===== src/hdl/uer_pkg.sv =====
// shared types, constants and helper function of the echo ranger
`timescale 1ns / 1ps
package uer_pkg;

  // configuration port widths
  localparam int unsigned CFG_IDX_W  = 3;
  localparam int unsigned CFG_DATA_W = 32;

  // register indexes
  typedef enum logic [CFG_IDX_W-1:0] {
    CFG_PING_PERIOD  = 3'd0,
    CFG_REPORT_EVERY = 3'd1,
    CFG_UM_PER_TICK  = 3'd2,
    CFG_OBST_THRESH  = 3'd3,
    CFG_BLINK_MULT   = 3'd4
  } cfg_idx_e;

  // register reset values
  localparam logic [15:0] PING_PERIOD_RST  = 16'd4000;
  localparam logic [7:0]  REPORT_EVERY_RST = 8'd5;
  localparam logic [15:0] UM_PER_TICK_RST  = 16'd8575;
  localparam logic [31:0] OBST_THRESH_RST  = 32'd100000;
  localparam logic [7:0]  BLINK_MULT_RST   = 8'd80;

  // measurement reset values
  localparam logic [15:0] TICKS_RST    = 16'd1;
  localparam logic [31:0] DISTANCE_RST = 32'd9990000;

  // centimetre conversion: saturation point and reciprocal of 10000
  localparam logic [31:0] DIST_SAT     = 32'd9990000;
  localparam logic [9:0]  CM_MAX       = 10'd999;
  localparam logic [24:0] DIV10K_MUL   = 25'd27487791;
  localparam int unsigned DIV10K_SHIFT = 38;

  // digit split: reciprocals of 100 and 10
  localparam logic [10:0] DIV100_MUL   = 11'd1311;
  localparam int unsigned DIV100_SHIFT = 17;
  localparam logic [7:0]  DIV10_MUL    = 8'd205;
  localparam int unsigned DIV10_SHIFT  = 11;
  localparam logic [6:0]  HUNDRED      = 7'd100;
  localparam logic [3:0]  TEN          = 4'd10;
  localparam logic [5:0]  ASCII_ZERO   = 6'd48;

  typedef struct packed {
    logic [15:0] ping_period;
    logic [7:0]  report_every;
    logic [15:0] um_per_tick;
    logic [31:0] obst_thresh;
    logic [7:0]  blink_mult;
  } cfg_t;

  // what the tick stage hands to the datapath
  typedef struct packed {
    logic        trigger;
    logic        done;
    logic        report;
    logic [15:0] ticks;
  } tick_res_t;

  typedef struct packed {
    logic [5:0] hundreds;
    logic [5:0] tens;
    logic [5:0] units;
  } digits_t;

  // split 0..999 into three ascii digits
  function automatic digits_t cm_to_chars(input logic [9:0] cm);
    logic [20:0] hprod;
    logic [3:0]  h;
    logic [9:0]  rem10;
    logic [6:0]  rem;
    logic [14:0] tprod;
    logic [3:0]  t;
    logic [6:0]  urem;
    digits_t     r;
    hprod = 21'(cm) * 21'(DIV100_MUL);
    h     = hprod[DIV100_SHIFT +: 4];
    rem10 = cm - 10'(10'(h) * 10'(HUNDRED));
    rem   = rem10[6:0];
    tprod = 15'(rem) * 15'(DIV10_MUL);
    t     = tprod[DIV10_SHIFT +: 4];
    urem  = rem - 7'(7'(t) * 7'(TEN));
    r.hundreds = ASCII_ZERO + 6'(h);
    r.tens     = ASCII_ZERO + 6'(t);
    r.units    = ASCII_ZERO + 6'(urem[3:0]);
    return r;
  endfunction

endpackage


===== src/hdl/uer_if.sv =====
// request channels of the echo ranger: tick input, result output, register writes
`timescale 1ns / 1ps
interface uer_in_if;
  logic valid;
  logic ready;
  logic echo_level;
  modport source (output valid, output echo_level, input ready);
  modport sink (input valid, input echo_level, output ready);
endinterface

interface uer_out_if;
  logic        valid;
  logic        ready;
  logic        trigger;
  logic        measurement_done;
  logic [15:0] echo_ticks;
  logic [31:0] distance_um;
  logic        obstacle;
  logic [5:0]  hundreds_char;
  logic [5:0]  tens_char;
  logic [5:0]  units_char;
  logic [15:0] blink_period;
  logic        report_pulse;
  modport source (output valid, output trigger, output measurement_done, output echo_ticks,
                  output distance_um, output obstacle, output hundreds_char,
                  output tens_char, output units_char, output blink_period,
                  output report_pulse, input ready);
  modport sink (input valid, input trigger, input measurement_done, input echo_ticks,
                input distance_um, input obstacle, input hundreds_char,
                input tens_char, input units_char, input blink_period,
                input report_pulse, output ready);
endinterface

interface uer_cfg_if;
  import uer_pkg::*;
  logic                  valid;
  logic                  ready;
  logic [CFG_IDX_W-1:0]  index;
  logic [CFG_DATA_W-1:0] data;
  modport source (output valid, output index, output data, input ready);
  modport sink (input valid, input index, input data, output ready);
endinterface


===== src/hdl/uer_regs.sv =====
// configuration register file of the echo ranger
`timescale 1ns / 1ps
module uer_regs (
  input  logic            clk_i,
  input  logic            rst_ni,
  uer_cfg_if.sink         cfg_i,
  output uer_pkg::cfg_t   cfg_o
);
  import uer_pkg::*;

  cfg_t cfg_q, cfg_d;

  assign cfg_i.ready = 1'b1;

  always_comb begin
    cfg_d = cfg_q;
    if (cfg_i.valid) begin
      case (cfg_i.index)
        CFG_PING_PERIOD:  cfg_d.ping_period  = cfg_i.data[15:0];
        CFG_REPORT_EVERY: cfg_d.report_every = cfg_i.data[7:0];
        CFG_UM_PER_TICK:  cfg_d.um_per_tick  = cfg_i.data[15:0];
        CFG_OBST_THRESH:  cfg_d.obst_thresh  = cfg_i.data[31:0];
        CFG_BLINK_MULT:   cfg_d.blink_mult   = cfg_i.data[7:0];
        default:          cfg_d = cfg_q;
      endcase
    end
  end

  always_ff @(posedge clk_i or negedge rst_ni) begin
    if (!rst_ni) begin
      cfg_q.ping_period  <= PING_PERIOD_RST;
      cfg_q.report_every <= REPORT_EVERY_RST;
      cfg_q.um_per_tick  <= UM_PER_TICK_RST;
      cfg_q.obst_thresh  <= OBST_THRESH_RST;
      cfg_q.blink_mult   <= BLINK_MULT_RST;
    end else begin
      cfg_q <= cfg_d;
    end
  end

  assign cfg_o = cfg_q;

endmodule


===== src/hdl/uer_tick.sv =====
// tick stage: trigger and report counters, echo edge timing
`timescale 1ns / 1ps
module uer_tick (
  input  logic               clk_i,
  input  logic               rst_ni,
  uer_in_if.sink             in_i,
  input  uer_pkg::cfg_t      cfg_i,
  input  logic               ready_i,
  output logic               valid_o,
  output uer_pkg::tick_res_t res_o
);
  import uer_pkg::*;

  logic [15:0] tick_q, tick_d;
  logic [7:0]  period_q, period_d;
  logic        prev_echo_q;
  logic [15:0] start_q, start_d;
  logic [15:0] ticks_q, ticks_d;
  logic        valid_q;
  tick_res_t   res_q, res_d;
  logic        load;
  logic        accept;
  logic [15:0] tick_inc;
  logic [7:0]  period_inc;
  logic        fire;
  logic        rep;
  logic        rise;
  logic        fall;

  assign load      = !valid_q || ready_i;
  assign in_i.ready = load;
  assign accept    = in_i.valid && load;

  always_comb begin
    tick_inc   = tick_q + 16'd1;
    fire       = (tick_inc >= cfg_i.ping_period);
    tick_d     = fire ? 16'd0 : tick_inc;
    period_inc = fire ? period_q + 8'd1 : period_q;
    rep        = (period_inc >= cfg_i.report_every);
    period_d   = rep ? 8'd0 : period_inc;
    rise       = in_i.echo_level && !prev_echo_q;
    fall       = !in_i.echo_level && prev_echo_q;
    start_d    = rise ? tick_d : start_q;
    ticks_d    = fall ? tick_d - start_q : ticks_q;
  end

  always_comb begin
    res_d.trigger = fire;
    res_d.done    = fall;
    res_d.report  = rep;
    res_d.ticks   = ticks_d;
  end

  always_ff @(posedge clk_i or negedge rst_ni) begin
    if (!rst_ni) begin
      tick_q      <= 16'd0;
      period_q    <= 8'd0;
      prev_echo_q <= 1'b0;
      start_q     <= 16'd0;
      ticks_q     <= TICKS_RST;
      valid_q     <= 1'b0;
    end else begin
      if (load) begin
        valid_q <= in_i.valid;
      end
      if (accept) begin
        tick_q      <= tick_d;
        period_q    <= period_d;
        prev_echo_q <= in_i.echo_level;
        start_q     <= start_d;
        ticks_q     <= ticks_d;
      end
    end
  end

  always_ff @(posedge clk_i) begin
    if (accept) begin
      res_q <= res_d;
    end
  end

  assign valid_o = valid_q;
  assign res_o   = res_q;

endmodule


===== src/hdl/uer_calc.sv =====
// result datapath: distance, obstacle, blink period and centimetre digits
`timescale 1ns / 1ps
module uer_calc (
  input  logic               clk_i,
  input  logic               rst_ni,
  input  uer_pkg::cfg_t      cfg_i,
  input  logic               valid_i,
  input  uer_pkg::tick_res_t res_i,
  output logic               ready_o,
  uer_out_if.source          out_o
);
  import uer_pkg::*;

  // stage 1: distance product and blink period
  logic        v1_q;
  tick_res_t   c1_q;
  logic [31:0] dist1_q, dist1_d;
  logic [15:0] blink1_q, blink1_d;
  logic [23:0] blink_prod;

  // stage 2: obstacle compare and centimetre quotient
  logic        v2_q;
  tick_res_t   c2_q;
  logic [31:0] dist2_q;
  logic [15:0] blink2_q;
  logic        obst2_q, obst2_d;
  logic [9:0]  cm2_q, cm2_d;
  logic [48:0] cm_prod;

  // stage 3: result register
  logic        v3_q;
  tick_res_t   c3_q;
  logic [31:0] dist3_q;
  logic [15:0] blink3_q;
  logic        obst3_q;
  digits_t     dig3_q;

  logic en1, en2, en3;

  assign en3     = !v3_q || out_o.ready;
  assign en2     = !v2_q || en3;
  assign en1     = !v1_q || en2;
  assign ready_o = en1;

  always_comb begin
    dist1_d    = res_i.done ? 32'(res_i.ticks) * 32'(cfg_i.um_per_tick) : dist1_q;
    blink_prod = 24'(res_i.ticks) * 24'(cfg_i.blink_mult);
    blink1_d   = (|blink_prod[23:16]) ? 16'hffff : blink_prod[15:0];
  end

  always_comb begin
    obst2_d = c1_q.done ? (dist1_q <= cfg_i.obst_thresh) : obst2_q;
    cm_prod = 49'(dist1_q[23:0]) * 49'(DIV10K_MUL);
    cm2_d   = (dist1_q >= DIST_SAT) ? CM_MAX : cm_prod[DIV10K_SHIFT +: 10];
  end

  always_ff @(posedge clk_i or negedge rst_ni) begin
    if (!rst_ni) begin
      v1_q    <= 1'b0;
      v2_q    <= 1'b0;
      v3_q    <= 1'b0;
      dist1_q <= DISTANCE_RST;
      obst2_q <= 1'b1;
    end else begin
      if (en1) begin
        v1_q <= valid_i;
        if (valid_i) begin
          dist1_q <= dist1_d;
        end
      end
      if (en2) begin
        v2_q <= v1_q;
        if (v1_q) begin
          obst2_q <= obst2_d;
        end
      end
      if (en3) begin
        v3_q <= v2_q;
      end
    end
  end

  always_ff @(posedge clk_i) begin
    if (en1 && valid_i) begin
      c1_q     <= res_i;
      blink1_q <= blink1_d;
    end
    if (en2 && v1_q) begin
      c2_q     <= c1_q;
      dist2_q  <= dist1_q;
      blink2_q <= blink1_q;
      cm2_q    <= cm2_d;
    end
    if (en3 && v2_q) begin
      c3_q     <= c2_q;
      dist3_q  <= dist2_q;
      blink3_q <= blink2_q;
      obst3_q  <= obst2_q;
      dig3_q   <= cm_to_chars(cm2_q);
    end
  end

  assign out_o.valid            = v3_q;
  assign out_o.trigger          = c3_q.trigger;
  assign out_o.measurement_done = c3_q.done;
  assign out_o.echo_ticks       = c3_q.ticks;
  assign out_o.distance_um      = dist3_q;
  assign out_o.obstacle         = obst3_q;
  assign out_o.hundreds_char    = dig3_q.hundreds;
  assign out_o.tens_char        = dig3_q.tens;
  assign out_o.units_char       = dig3_q.units;
  assign out_o.blink_period     = blink3_q;
  assign out_o.report_pulse     = c3_q.report;

endmodule


===== src/hdl/ultrasonic_echo_ranger.sv =====
// top level of the ultrasonic trigger and echo range finder
`timescale 1ns / 1ps
// usage
//  - in_i carries one time-base tick per request, with the sampled echo line level
//  - out_o returns exactly one result per tick: trigger, measurement done, echo length,
//    distance in micrometres, obstacle flag, three ascii centimetre digits, blink period
//    and report pulse
//  - cfg_i writes the five settings by index; it is always ready and should only be
//    used while no tick is in flight
// timing
//  - a tick accepted on in_i passes the tick register and the three calc stage registers
//    before its result shows on out_o, where the receiver can take it
//  - one tick per cycle sustained while out_o is ready; the counters and edge detector
//    close in the tick stage, the products and the divide by 10000 span three register stages
// reset
//  - counters and echo start clear, echo length reads one, distance 9990000 um with
//    obstacle set (digits "999"), settings take their defaults
// backpressure
//  - every stage holds a skid-free register with its own valid; a stalled receiver
//    only blocks in_i once all four stages are full
module ultrasonic_echo_ranger (
  input  logic       clk_i,
  input  logic       rst_ni,
  uer_in_if.sink     in_i,
  uer_out_if.source  out_o,
  uer_cfg_if.sink    cfg_i
);
  import uer_pkg::*;

  cfg_t      cfg;
  logic      tick_valid;
  logic      calc_ready;
  tick_res_t tick_res;
  logic      u_tick_valid_seen;

  // settings
  uer_regs u_regs (
    .clk_i  (clk_i),
    .rst_ni (rst_ni),
    .cfg_i  (cfg_i),
    .cfg_o  (cfg)
  );

  // per-tick state update: counters, trigger, report, echo timing
  uer_tick u_tick (
    .clk_i   (clk_i),
    .rst_ni  (rst_ni),
    .in_i    (in_i),
    .cfg_i   (cfg),
    .ready_i (calc_ready),
    .valid_o (tick_valid),
    .res_o   (tick_res)
  );

  // distance, obstacle, digits and blink period
  uer_calc u_calc (
    .clk_i   (clk_i),
    .rst_ni  (rst_ni),
    .cfg_i   (cfg),
    .valid_i (tick_valid),
    .res_i   (tick_res),
    .ready_o (calc_ready),
    .out_o   (out_o)
  );

  assign u_tick_valid_seen = tick_valid;

  // input only backs up when the result is stalled
  assert property (@(posedge clk_i) disable iff (!rst_ni)
    !in_i.ready |-> (out_o.valid && !out_o.ready))
    else $error("input stalled without output backpressure");

  // digits are always decimal ascii
  assert property (@(posedge clk_i) disable iff (!rst_ni)
    out_o.valid |-> (out_o.hundreds_char >= 6'd48 && out_o.hundreds_char <= 6'd57 &&
                     out_o.tens_char >= 6'd48 && out_o.tens_char <= 6'd57 &&
                     out_o.units_char >= 6'd48 && out_o.units_char <= 6'd57))
    else $error("centimetre digit out of range");

  // the pipeline cannot drop a request: an accepted tick keeps the chain non-empty
  assert property (@(posedge clk_i) disable iff (!rst_ni)
    (in_i.valid && in_i.ready) |=> (u_tick_valid_seen))
    else $error("accepted tick lost");

endmodule


===== src/flat_wrapper.sv =====
// flat-port wrapper written by rule: the top's interface ports become plain ports
module ultrasonic_echo_ranger_flat import uer_pkg::*;
  (clk_i, rst_ni, in_i_valid, in_i_echo_level, in_i_ready, out_o_valid, out_o_trigger, out_o_measurement_done, out_o_echo_ticks, out_o_distance_um, out_o_obstacle, out_o_hundreds_char, out_o_tens_char, out_o_units_char, out_o_blink_period, out_o_report_pulse, out_o_ready, cfg_i_valid, cfg_i_index, cfg_i_data, cfg_i_ready);
  uer_in_if in_i_i ();
  uer_out_if out_o_i ();
  uer_cfg_if cfg_i_i ();
  input  logic clk_i;
  input  logic rst_ni;
  input wire logic [$bits(in_i_i.valid)-1:0] in_i_valid;
  input wire logic [$bits(in_i_i.echo_level)-1:0] in_i_echo_level;
  output wire logic [$bits(in_i_i.ready)-1:0] in_i_ready;
  output wire logic [$bits(out_o_i.valid)-1:0] out_o_valid;
  output wire logic [$bits(out_o_i.trigger)-1:0] out_o_trigger;
  output wire logic [$bits(out_o_i.measurement_done)-1:0] out_o_measurement_done;
  output wire logic [$bits(out_o_i.echo_ticks)-1:0] out_o_echo_ticks;
  output wire logic [$bits(out_o_i.distance_um)-1:0] out_o_distance_um;
  output wire logic [$bits(out_o_i.obstacle)-1:0] out_o_obstacle;
  output wire logic [$bits(out_o_i.hundreds_char)-1:0] out_o_hundreds_char;
  output wire logic [$bits(out_o_i.tens_char)-1:0] out_o_tens_char;
  output wire logic [$bits(out_o_i.units_char)-1:0] out_o_units_char;
  output wire logic [$bits(out_o_i.blink_period)-1:0] out_o_blink_period;
  output wire logic [$bits(out_o_i.report_pulse)-1:0] out_o_report_pulse;
  input wire logic [$bits(out_o_i.ready)-1:0] out_o_ready;
  input wire logic [$bits(cfg_i_i.valid)-1:0] cfg_i_valid;
  input wire logic [$bits(cfg_i_i.index)-1:0] cfg_i_index;
  input wire logic [$bits(cfg_i_i.data)-1:0] cfg_i_data;
  output wire logic [$bits(cfg_i_i.ready)-1:0] cfg_i_ready;
  assign in_i_i.valid = in_i_valid;
  assign in_i_i.echo_level = in_i_echo_level;
  assign in_i_ready = in_i_i.ready;
  assign out_o_valid = out_o_i.valid;
  assign out_o_trigger = out_o_i.trigger;
  assign out_o_measurement_done = out_o_i.measurement_done;
  assign out_o_echo_ticks = out_o_i.echo_ticks;
  assign out_o_distance_um = out_o_i.distance_um;
  assign out_o_obstacle = out_o_i.obstacle;
  assign out_o_hundreds_char = out_o_i.hundreds_char;
  assign out_o_tens_char = out_o_i.tens_char;
  assign out_o_units_char = out_o_i.units_char;
  assign out_o_blink_period = out_o_i.blink_period;
  assign out_o_report_pulse = out_o_i.report_pulse;
  assign out_o_i.ready = out_o_ready;
  assign cfg_i_i.valid = cfg_i_valid;
  assign cfg_i_i.index = cfg_i_index;
  assign cfg_i_i.data = cfg_i_data;
  assign cfg_i_ready = cfg_i_i.ready;
  ultrasonic_echo_ranger u_core (.clk_i(clk_i), .rst_ni(rst_ni), .in_i(in_i_i), .out_o(out_o_i), .cfg_i(cfg_i_i));
endmodule

===== config.mk =====
export PLATFORM = sky130hd
export DESIGN_NAME = ultrasonic_echo_ranger_flat
export DESIGN_NICKNAME = d
export VERILOG_FILES = /design/src/hdl/uer_pkg.sv /design/src/hdl/uer_if.sv /design/src/hdl/uer_regs.sv /design/src/hdl/uer_tick.sv /design/src/hdl/uer_calc.sv /design/src/hdl/ultrasonic_echo_ranger.sv /design/src/flat_wrapper.sv
export SDC_FILE = /design/constraint.sdc
export NUM_CORES = 2
export LEC_CHECK = 0
export BUFFER_PORTS_ARGS = -buffer_cell sky130_fd_sc_hd__buf_2
export CAP_MARGIN = 20
export CELL_PAD_IN_SITES_DETAIL_PLACEMENT = 0
export CELL_PAD_IN_SITES_GLOBAL_PLACEMENT = 1
export CORE_UTILIZATION = 37
export DETAILED_ROUTE_END_ITERATION = 6
export PLACE_DENSITY = 0.67
export SLEW_MARGIN = 15
export SYNTH_ARGS = -nofsm -noshare
export SYNTH_HDL_FRONTEND = slang
export SYNTH_SLANG_ARGS = --single-unit

===== constraint.sdc =====
create_clock -name clk_i -period 10.55 [get_ports clk_i]
set_clock_uncertainty 0.2 [all_clocks]
set_input_delay 1.055 -clock clk_i [delete_from_list [all_inputs] [get_ports clk_i]]
set_output_delay 1.055 -clock clk_i [all_outputs]
set_load 0.01 [all_outputs]

After elaboration in Yosys (flattened, before gate mapping):

Cells that the tools add are included.
Widths: inputs -> output; s select.

* bits in registers: 391
* output and inout bits: 89

* multiplexer cells: 4
* reductions and logical operators: 26
* magnitude comparators: 4
* eq/ne operators: 4
* multipliers: 7
* add/subtract/negate cells: 8

Operators with widths (number)
* $mul 24x25->48 const B: 1
* $ge 32x24->1 const B: 1
* $le 32x32->1: 1
* $mul 16x16->32: 1
* $mux 16: 2
* $mul 16x8->24: 1
* $mul 10x11->21 const B: 1
* $add 5x5->6 const A: 3
* $add 16x1->16 const B: 1
* $ge 16x16->1: 1
* $mux 8: 2
* $sub 16x16->16: 1
* $mul 7x8->15 const B: 1
* $reduce_and 2->1: 6
* $add 8x1->8 const B: 1
* $ge 8x8->1: 1
* $reduce_or 8->1: 1
* $sub 7x7->7: 1
* $eq 3x2->1 const B: 2
* $logic_and 1x1->1: 6
* $logic_not 1->1: 6
* $reduce_and 3->1: 2
* $mul 4x5->5 const B: 1
* $logic_or 1x1->1: 4
* 5 further kinds: 5

Longest topological paths before layout:

* word-level depth: 7
* depth in mapped cells: 38
* mapped depth without buffers: 38

By module:

A second synthesis with hierarchy kept.

* cells, all modules: 3972
* area total of the unflattened synthesis: 41820.1 µm²

By module, submodules not included
* uer_calc: cells each 3249, instances 1, area each 33921.3 µm², sequential area each 6682.7 µm²
* uer_tick: cells each 548, instances 1, area each 4838.4 µm², sequential area each 2023.2 µm²
* uer_regs: cells each 175, instances 1, area each 3060.4 µm², sequential area each 2033.2 µm²

Worst setup path after synthesis:

OpenSTA, ideal clock, no wires.

* path type: reg2reg
* from: register u_core.u_calc.cm2_q[8]
* to: register u_core.u_calc.dig3_q, in the netlist u_core.u_calc.out_o.units_char[3], data pin
* library setup time: 0.268 ns
* clock period less this slack: 9.503 ns
* arrival time: 9.035 ns
* data required time: 10.082 ns
* path slack: 1.047 ns
* stages on the path, launching flop included: 39
* cell sequence: edfxtp_1 > fa_1 > xor2_1 > ha_1 > fa_1 > inv_1 > fa_1 > inv_1 > fa_1 > ha_1 > a21oi_1 > or3_1 > o211ai_1 > o21bai_1 > a21oi_1 > o21ai_0 > xor2_1 > ha_1 > [... 3 more ...] > o21ai_0 > xnor2_1 > ha_1 > ha_1 > fa_1 > inv_1 > fa_1 > inv_1 > ha_1 > a31o_2 > a21oi_1 > o211a_1 > nand2b_1 > xor2_1 > ha_1 > fa_1 > xor2_1 > xnor3_1

* word-level cells in the longest chain between the ends: 7

RTL lines
* from (decl): RTL line uer_calc.sv:27 `logic [9:0] cm2_q, cm2_d;`
* from (signal assigned): RTL line uer_calc.sv:92 `cm2_q <= cm2_d;`
* $mul 10x11->21 *: RTL line uer_pkg.sv:76 `hprod = 21'(cm) * 21'(DIV100_MUL);`
* $mul 4x5->5 *: RTL line uer_pkg.sv:78 `rem10 = cm - 10'(10'(h) * 10'(HUNDRED));`
* $sub 7x7->7 *: RTL line uer_pkg.sv:78
* $mul 7x8->15: RTL line uer_pkg.sv:80 `tprod = 15'(rem) * 15'(DIV10_MUL);`
* $mul 4x3->3: RTL line uer_pkg.sv:82 `urem = rem - 7'(7'(t) * 7'(TEN));`
* $sub 4x4->4 *: RTL line uer_pkg.sv:82
* $add 5x5->6 *: RTL line uer_pkg.sv:85 `r.units = ASCII_ZERO + 6'(urem[3:0]);`
* to (signal assigned): RTL line uer_calc.sv:99 `dig3_q <= cm_to_chars(cm2_q);`
* to (decl): RTL line uer_calc.sv:36 `digits_t dig3_q;`

Mark *: on every way between the ends. The rest lies on a longest branch, timed or not.
A chain may end at the register's enable or synchronous reset.

Final worst setup path:

* from: register u_core.u_calc.cm2_q[7]
* to: register u_core.u_calc.dig3_q, in the netlist u_core.u_calc.out_o.units_char[3], data pin

The elaborated chain is that of the path after synthesis.

==> run_results.csv <==
group,metric,value,unit
status,status,"completed",
clock_network,cts.clk_slew.worst_paths,0.06,ns
sta,hold_viol_final,0,
floorplan,core_area,111000,sq um
sta,period_needed,9.92,ns
finish,multiInputGateArea,27500,sq um
placement,gp_congestion,0.917,
worst_setup_path,rrSetupSlack,0.63,ns
global_routing,grt_overflow,0,
finish,design_area,45800,sq um
finish,n_fill_cell,11000,
finish,final_nets,5256,
yosys,synth.avg_cell_area,10.5,sq um
global_routing,track_usage,0.193,
yosys,synth.largest_area_cell,"fa_1",
floorplan,fp.dieH,338,um
yosys,syn-cell-area,41700,sq um
global_routing,antenna_found_initial,6,
detailed_routing,vias,27600,
global_routing,grt_pass1_wl,167000,um
yosys,synthCells,3963,
worst_hold_path,hp-class,"input port to async pin",
detailed_routing,antenna_left,0,
global_routing,grt_pass1_vias,29000,
floorplan,io-pin-count,130,
worst_setup_path,r2r_cells,38,
yosys,seq_area_frac_synth,0.258,
yosys,yosys.area.top_type_share,0.267,
placement,place_hpwl,82900,um
floorplan,start_util,0.375,
sta,clock.fmax,101,MHz
floorplan,dieArea,114000,sq um
clock_network,cts_tree,"yes",
worst_setup_path,critPathMaxFanout,6,
worst_setup_path,end_kind,"register",
sta,maxSlewHeadroom,0.308,
worst_setup_path,reg2reg_to,"u_core.u_calc.out_o.units_char[3]",
sta,slew_violations,0,
finish,ff_latch_area,10700,sq um
yosys,synth_cell_type_count,88,
placement,post_dp_cell_area,44100,sq um
yosys,synthArstFlopShare,0.452,
floorplan,die_x,338,um
sta,hold_slack,0.167,ns
detailed_routing,wl,106000,um
detailed_routing,drtIter0Drc,1426,
placement,portBuffers,122,
worst_setup_path,cp_data_required_time,10.72,ns
worst_setup_path,slowest_delay,0.66,ns
worst_setup_path,arrival,10.09,ns
yosys,synth-seq-cells,385,
clock_network,h-tree-depth,2,
floorplan,rows,122,
yosys,synth_flop_cell,"edfxtp_1",
finish,area_delta_synth_final,10.0,%
finish,layout-drive-gt1-share,0.0958,
yosys,ys_warn_count,0,
clock_network,clk_latency,0.64,ns
detailed_routing,vias_per_cell,4.92,
worst_setup_path,worstSetupPathType,"register to register",
clock_network,clock-root-buffer,"clkbuf_16",
global_routing,grt_max_degree,67,
flow_run,maxCapViolCount,0,
worst_setup_path,crit_path_frequent_cell,"ha_1",
sta,fin_tns_setup,0,ns
sta,min_period_over_period,0.941,
sta,setup_viol,0,
worst_setup_path,slowest_stage,"fa_1",
yosys,netlist_top_cells_area,"fa_1 27%, ha_1 17%, edfxtp_1 15%",
worst_setup_path,r2r-start,"u_core.u_calc.cm2_q[7]",
clock_network,cts-buffers-inserted,49,
sta,rsz0062_at_grt,"no",
clock_network,cts_max_path_buffers,3,
worst_setup_path,cp-start-kind,"register",
detailed_routing,first_pass_iters,5,
clock_network,clkSinkCount,385,
yosys,synth_edf_count,211,
sta,worst_pin_slew,1.04,ns
detailed_routing,wl_per_cell,18.9,um
detailed_routing,route.detailed.drc,0,
[what timing repair did]
| item | 4_1_cts | 5_1_grt |
|---|---|---|
| resized for setup | 0 | 2 |
| endpoints found under the setup margin | 0 | 1 |
| hold buffers | 0 | 0 |
| buffers inserted | 0 | 5 |
[per-stage QoR]
stage	util	instances	setup WS (ns)
detailed placement	0.396	5513	0.303
global placement	0.396	5512	0.334
global route	0.413	5612	0.00160
floorplan	-	3969	1.05
CTS	0.412	5604	0.274
finish	0.413	5613	0.627
[how the worst max path moves through the flow]
| stage | end | slack [ns] | startpoint |
|---|---|---|---|
| global placement | u_core.u_calc.out_o.units_char[3] | 0.33 | u_core.u_calc.cm2_q[7] |
| floorplan | u_core.u_calc.out_o.units_char[3] | 1.05 | u_core.u_calc.cm2_q[8] |
| detailed placement | u_core.u_calc.out_o.units_char[3] | 0.30 | u_core.u_calc.cm2_q[7] |
| CTS | u_core.u_calc.out_o.units_char[3] | 0.27 | u_core.u_calc.cm2_q[7] |
| global route | u_core.u_calc.out_o.units_char[3] | 0.002 | u_core.u_calc.cm2_q[7] |
| finish | u_core.u_calc.out_o.units_char[3] | 0.63 | u_core.u_calc.cm2_q[7] |
[logic make-up after synthesis]
kind of cell             Yosys count  share of synthesized area
AO/OA/AOI/OAI                    486                     0.0741
XOR/XNOR                          95                     0.0205
adder cells (fa/ha/maj)         1132                      0.440
buffers and inverters            914                     0.0834
flip-flops                       385                      0.258
multiplexers                      68                     0.0183
other                              1                  0.0000900
AND/OR/NAND/NOR                  882                      0.106
[registers in the layout, summed over array words and instances, names as in the netlist, 4 cells and up]
signal and count:
u_core.u_calc.out_o.hundreds_char 4, u_core.u_calc.blink2_q 16, u_core.u_calc.out_o.distance_um 32, u_core.u_calc.dist1_q 32, u_core.u_regs.cfg_o 80, u_core.u_calc.cm2_q 10, u_core.u_calc.dist2_q 32, u_core.u_tick.tick_q 16
u_core.u_tick.start_q 16, u_core.u_calc.out_o.blink_period 16, u_core.u_calc.blink1_q 16, u_core.u_tick.res_o 19, u_core.u_calc.c2_q 19, u_core.u_tick.ticks_q 16, u_core.u_calc.c1_q 19, u_core.u_calc.out_o.echo_ticks 16
u_core.u_calc.out_o.tens_char 4, u_core.u_calc.out_o.units_char 4, u_core.u_tick.period_q 8
[synthesized netlist by cell type, types with 35 or more instances]
library cell and n:
dfrtp_1 135, nand3_1 35, a21oi_1 113, inv_1 809, xor2_1 49, a21o_1 55, nor2_1 74, ha_1 575
clkbuf_1 88, and2_1 200, edfxtp_1 211, fa_1 556, dfstp_2 39, nand2_1 377, mux2_2 65, o21ai_0 164
xnor2_1 44
[per-layer routing]
metal / GRT usage / up-vias / share of wire
li1: - / 13100 / -
met3: 0.0315 / 121 / 0.049
met4: 0.0478 / 2 / 0.022
met5: 0 / - / 0.000085
met2: 0.318 / 507 / 0.47
met1: 0.262 / 13900 / 0.45
[cell usage in the layout (no fill, tap or decap), drive strengths merged, types with 65 or more instances in the layout]
cell type,netlist,final
a21oi,113,113
and2,201,201
buf,17,167
dfrtp,135,135
edfxtp,211,211
fa,556,556
ha,575,575
inv,809,820
mux2,65,65
nand2,378,378
nor2,74,74
o21ai,168,168
[worst max-delay path: cells and delay by family (launching register included)]
family	cells	cell delay, ns
AO/OA/AOI/OAI	10	1.59
AND/OR/NAND/NOR	2	0.40
flip-flops	1	0.42
XOR/XNOR	6	1.30
buffers and inverters	5	0.24
adder cells (fa/ha/maj)	15	5.51
[final cells by class]
type	count	share of cell area
clock buffer	54	0.0272
antenna	1	0.0000546
tap	1488	0.0406
sequential	385	0.234
inverter	809	0.0662
clock inverter	37	0.00969
multi-input combinational	2670	0.600
timing repair buffer	169	0.0217
Power is left out: the tool's default activity adds up to more than one toggle a clock period on the data nets, which glitch-free logic cannot reach.
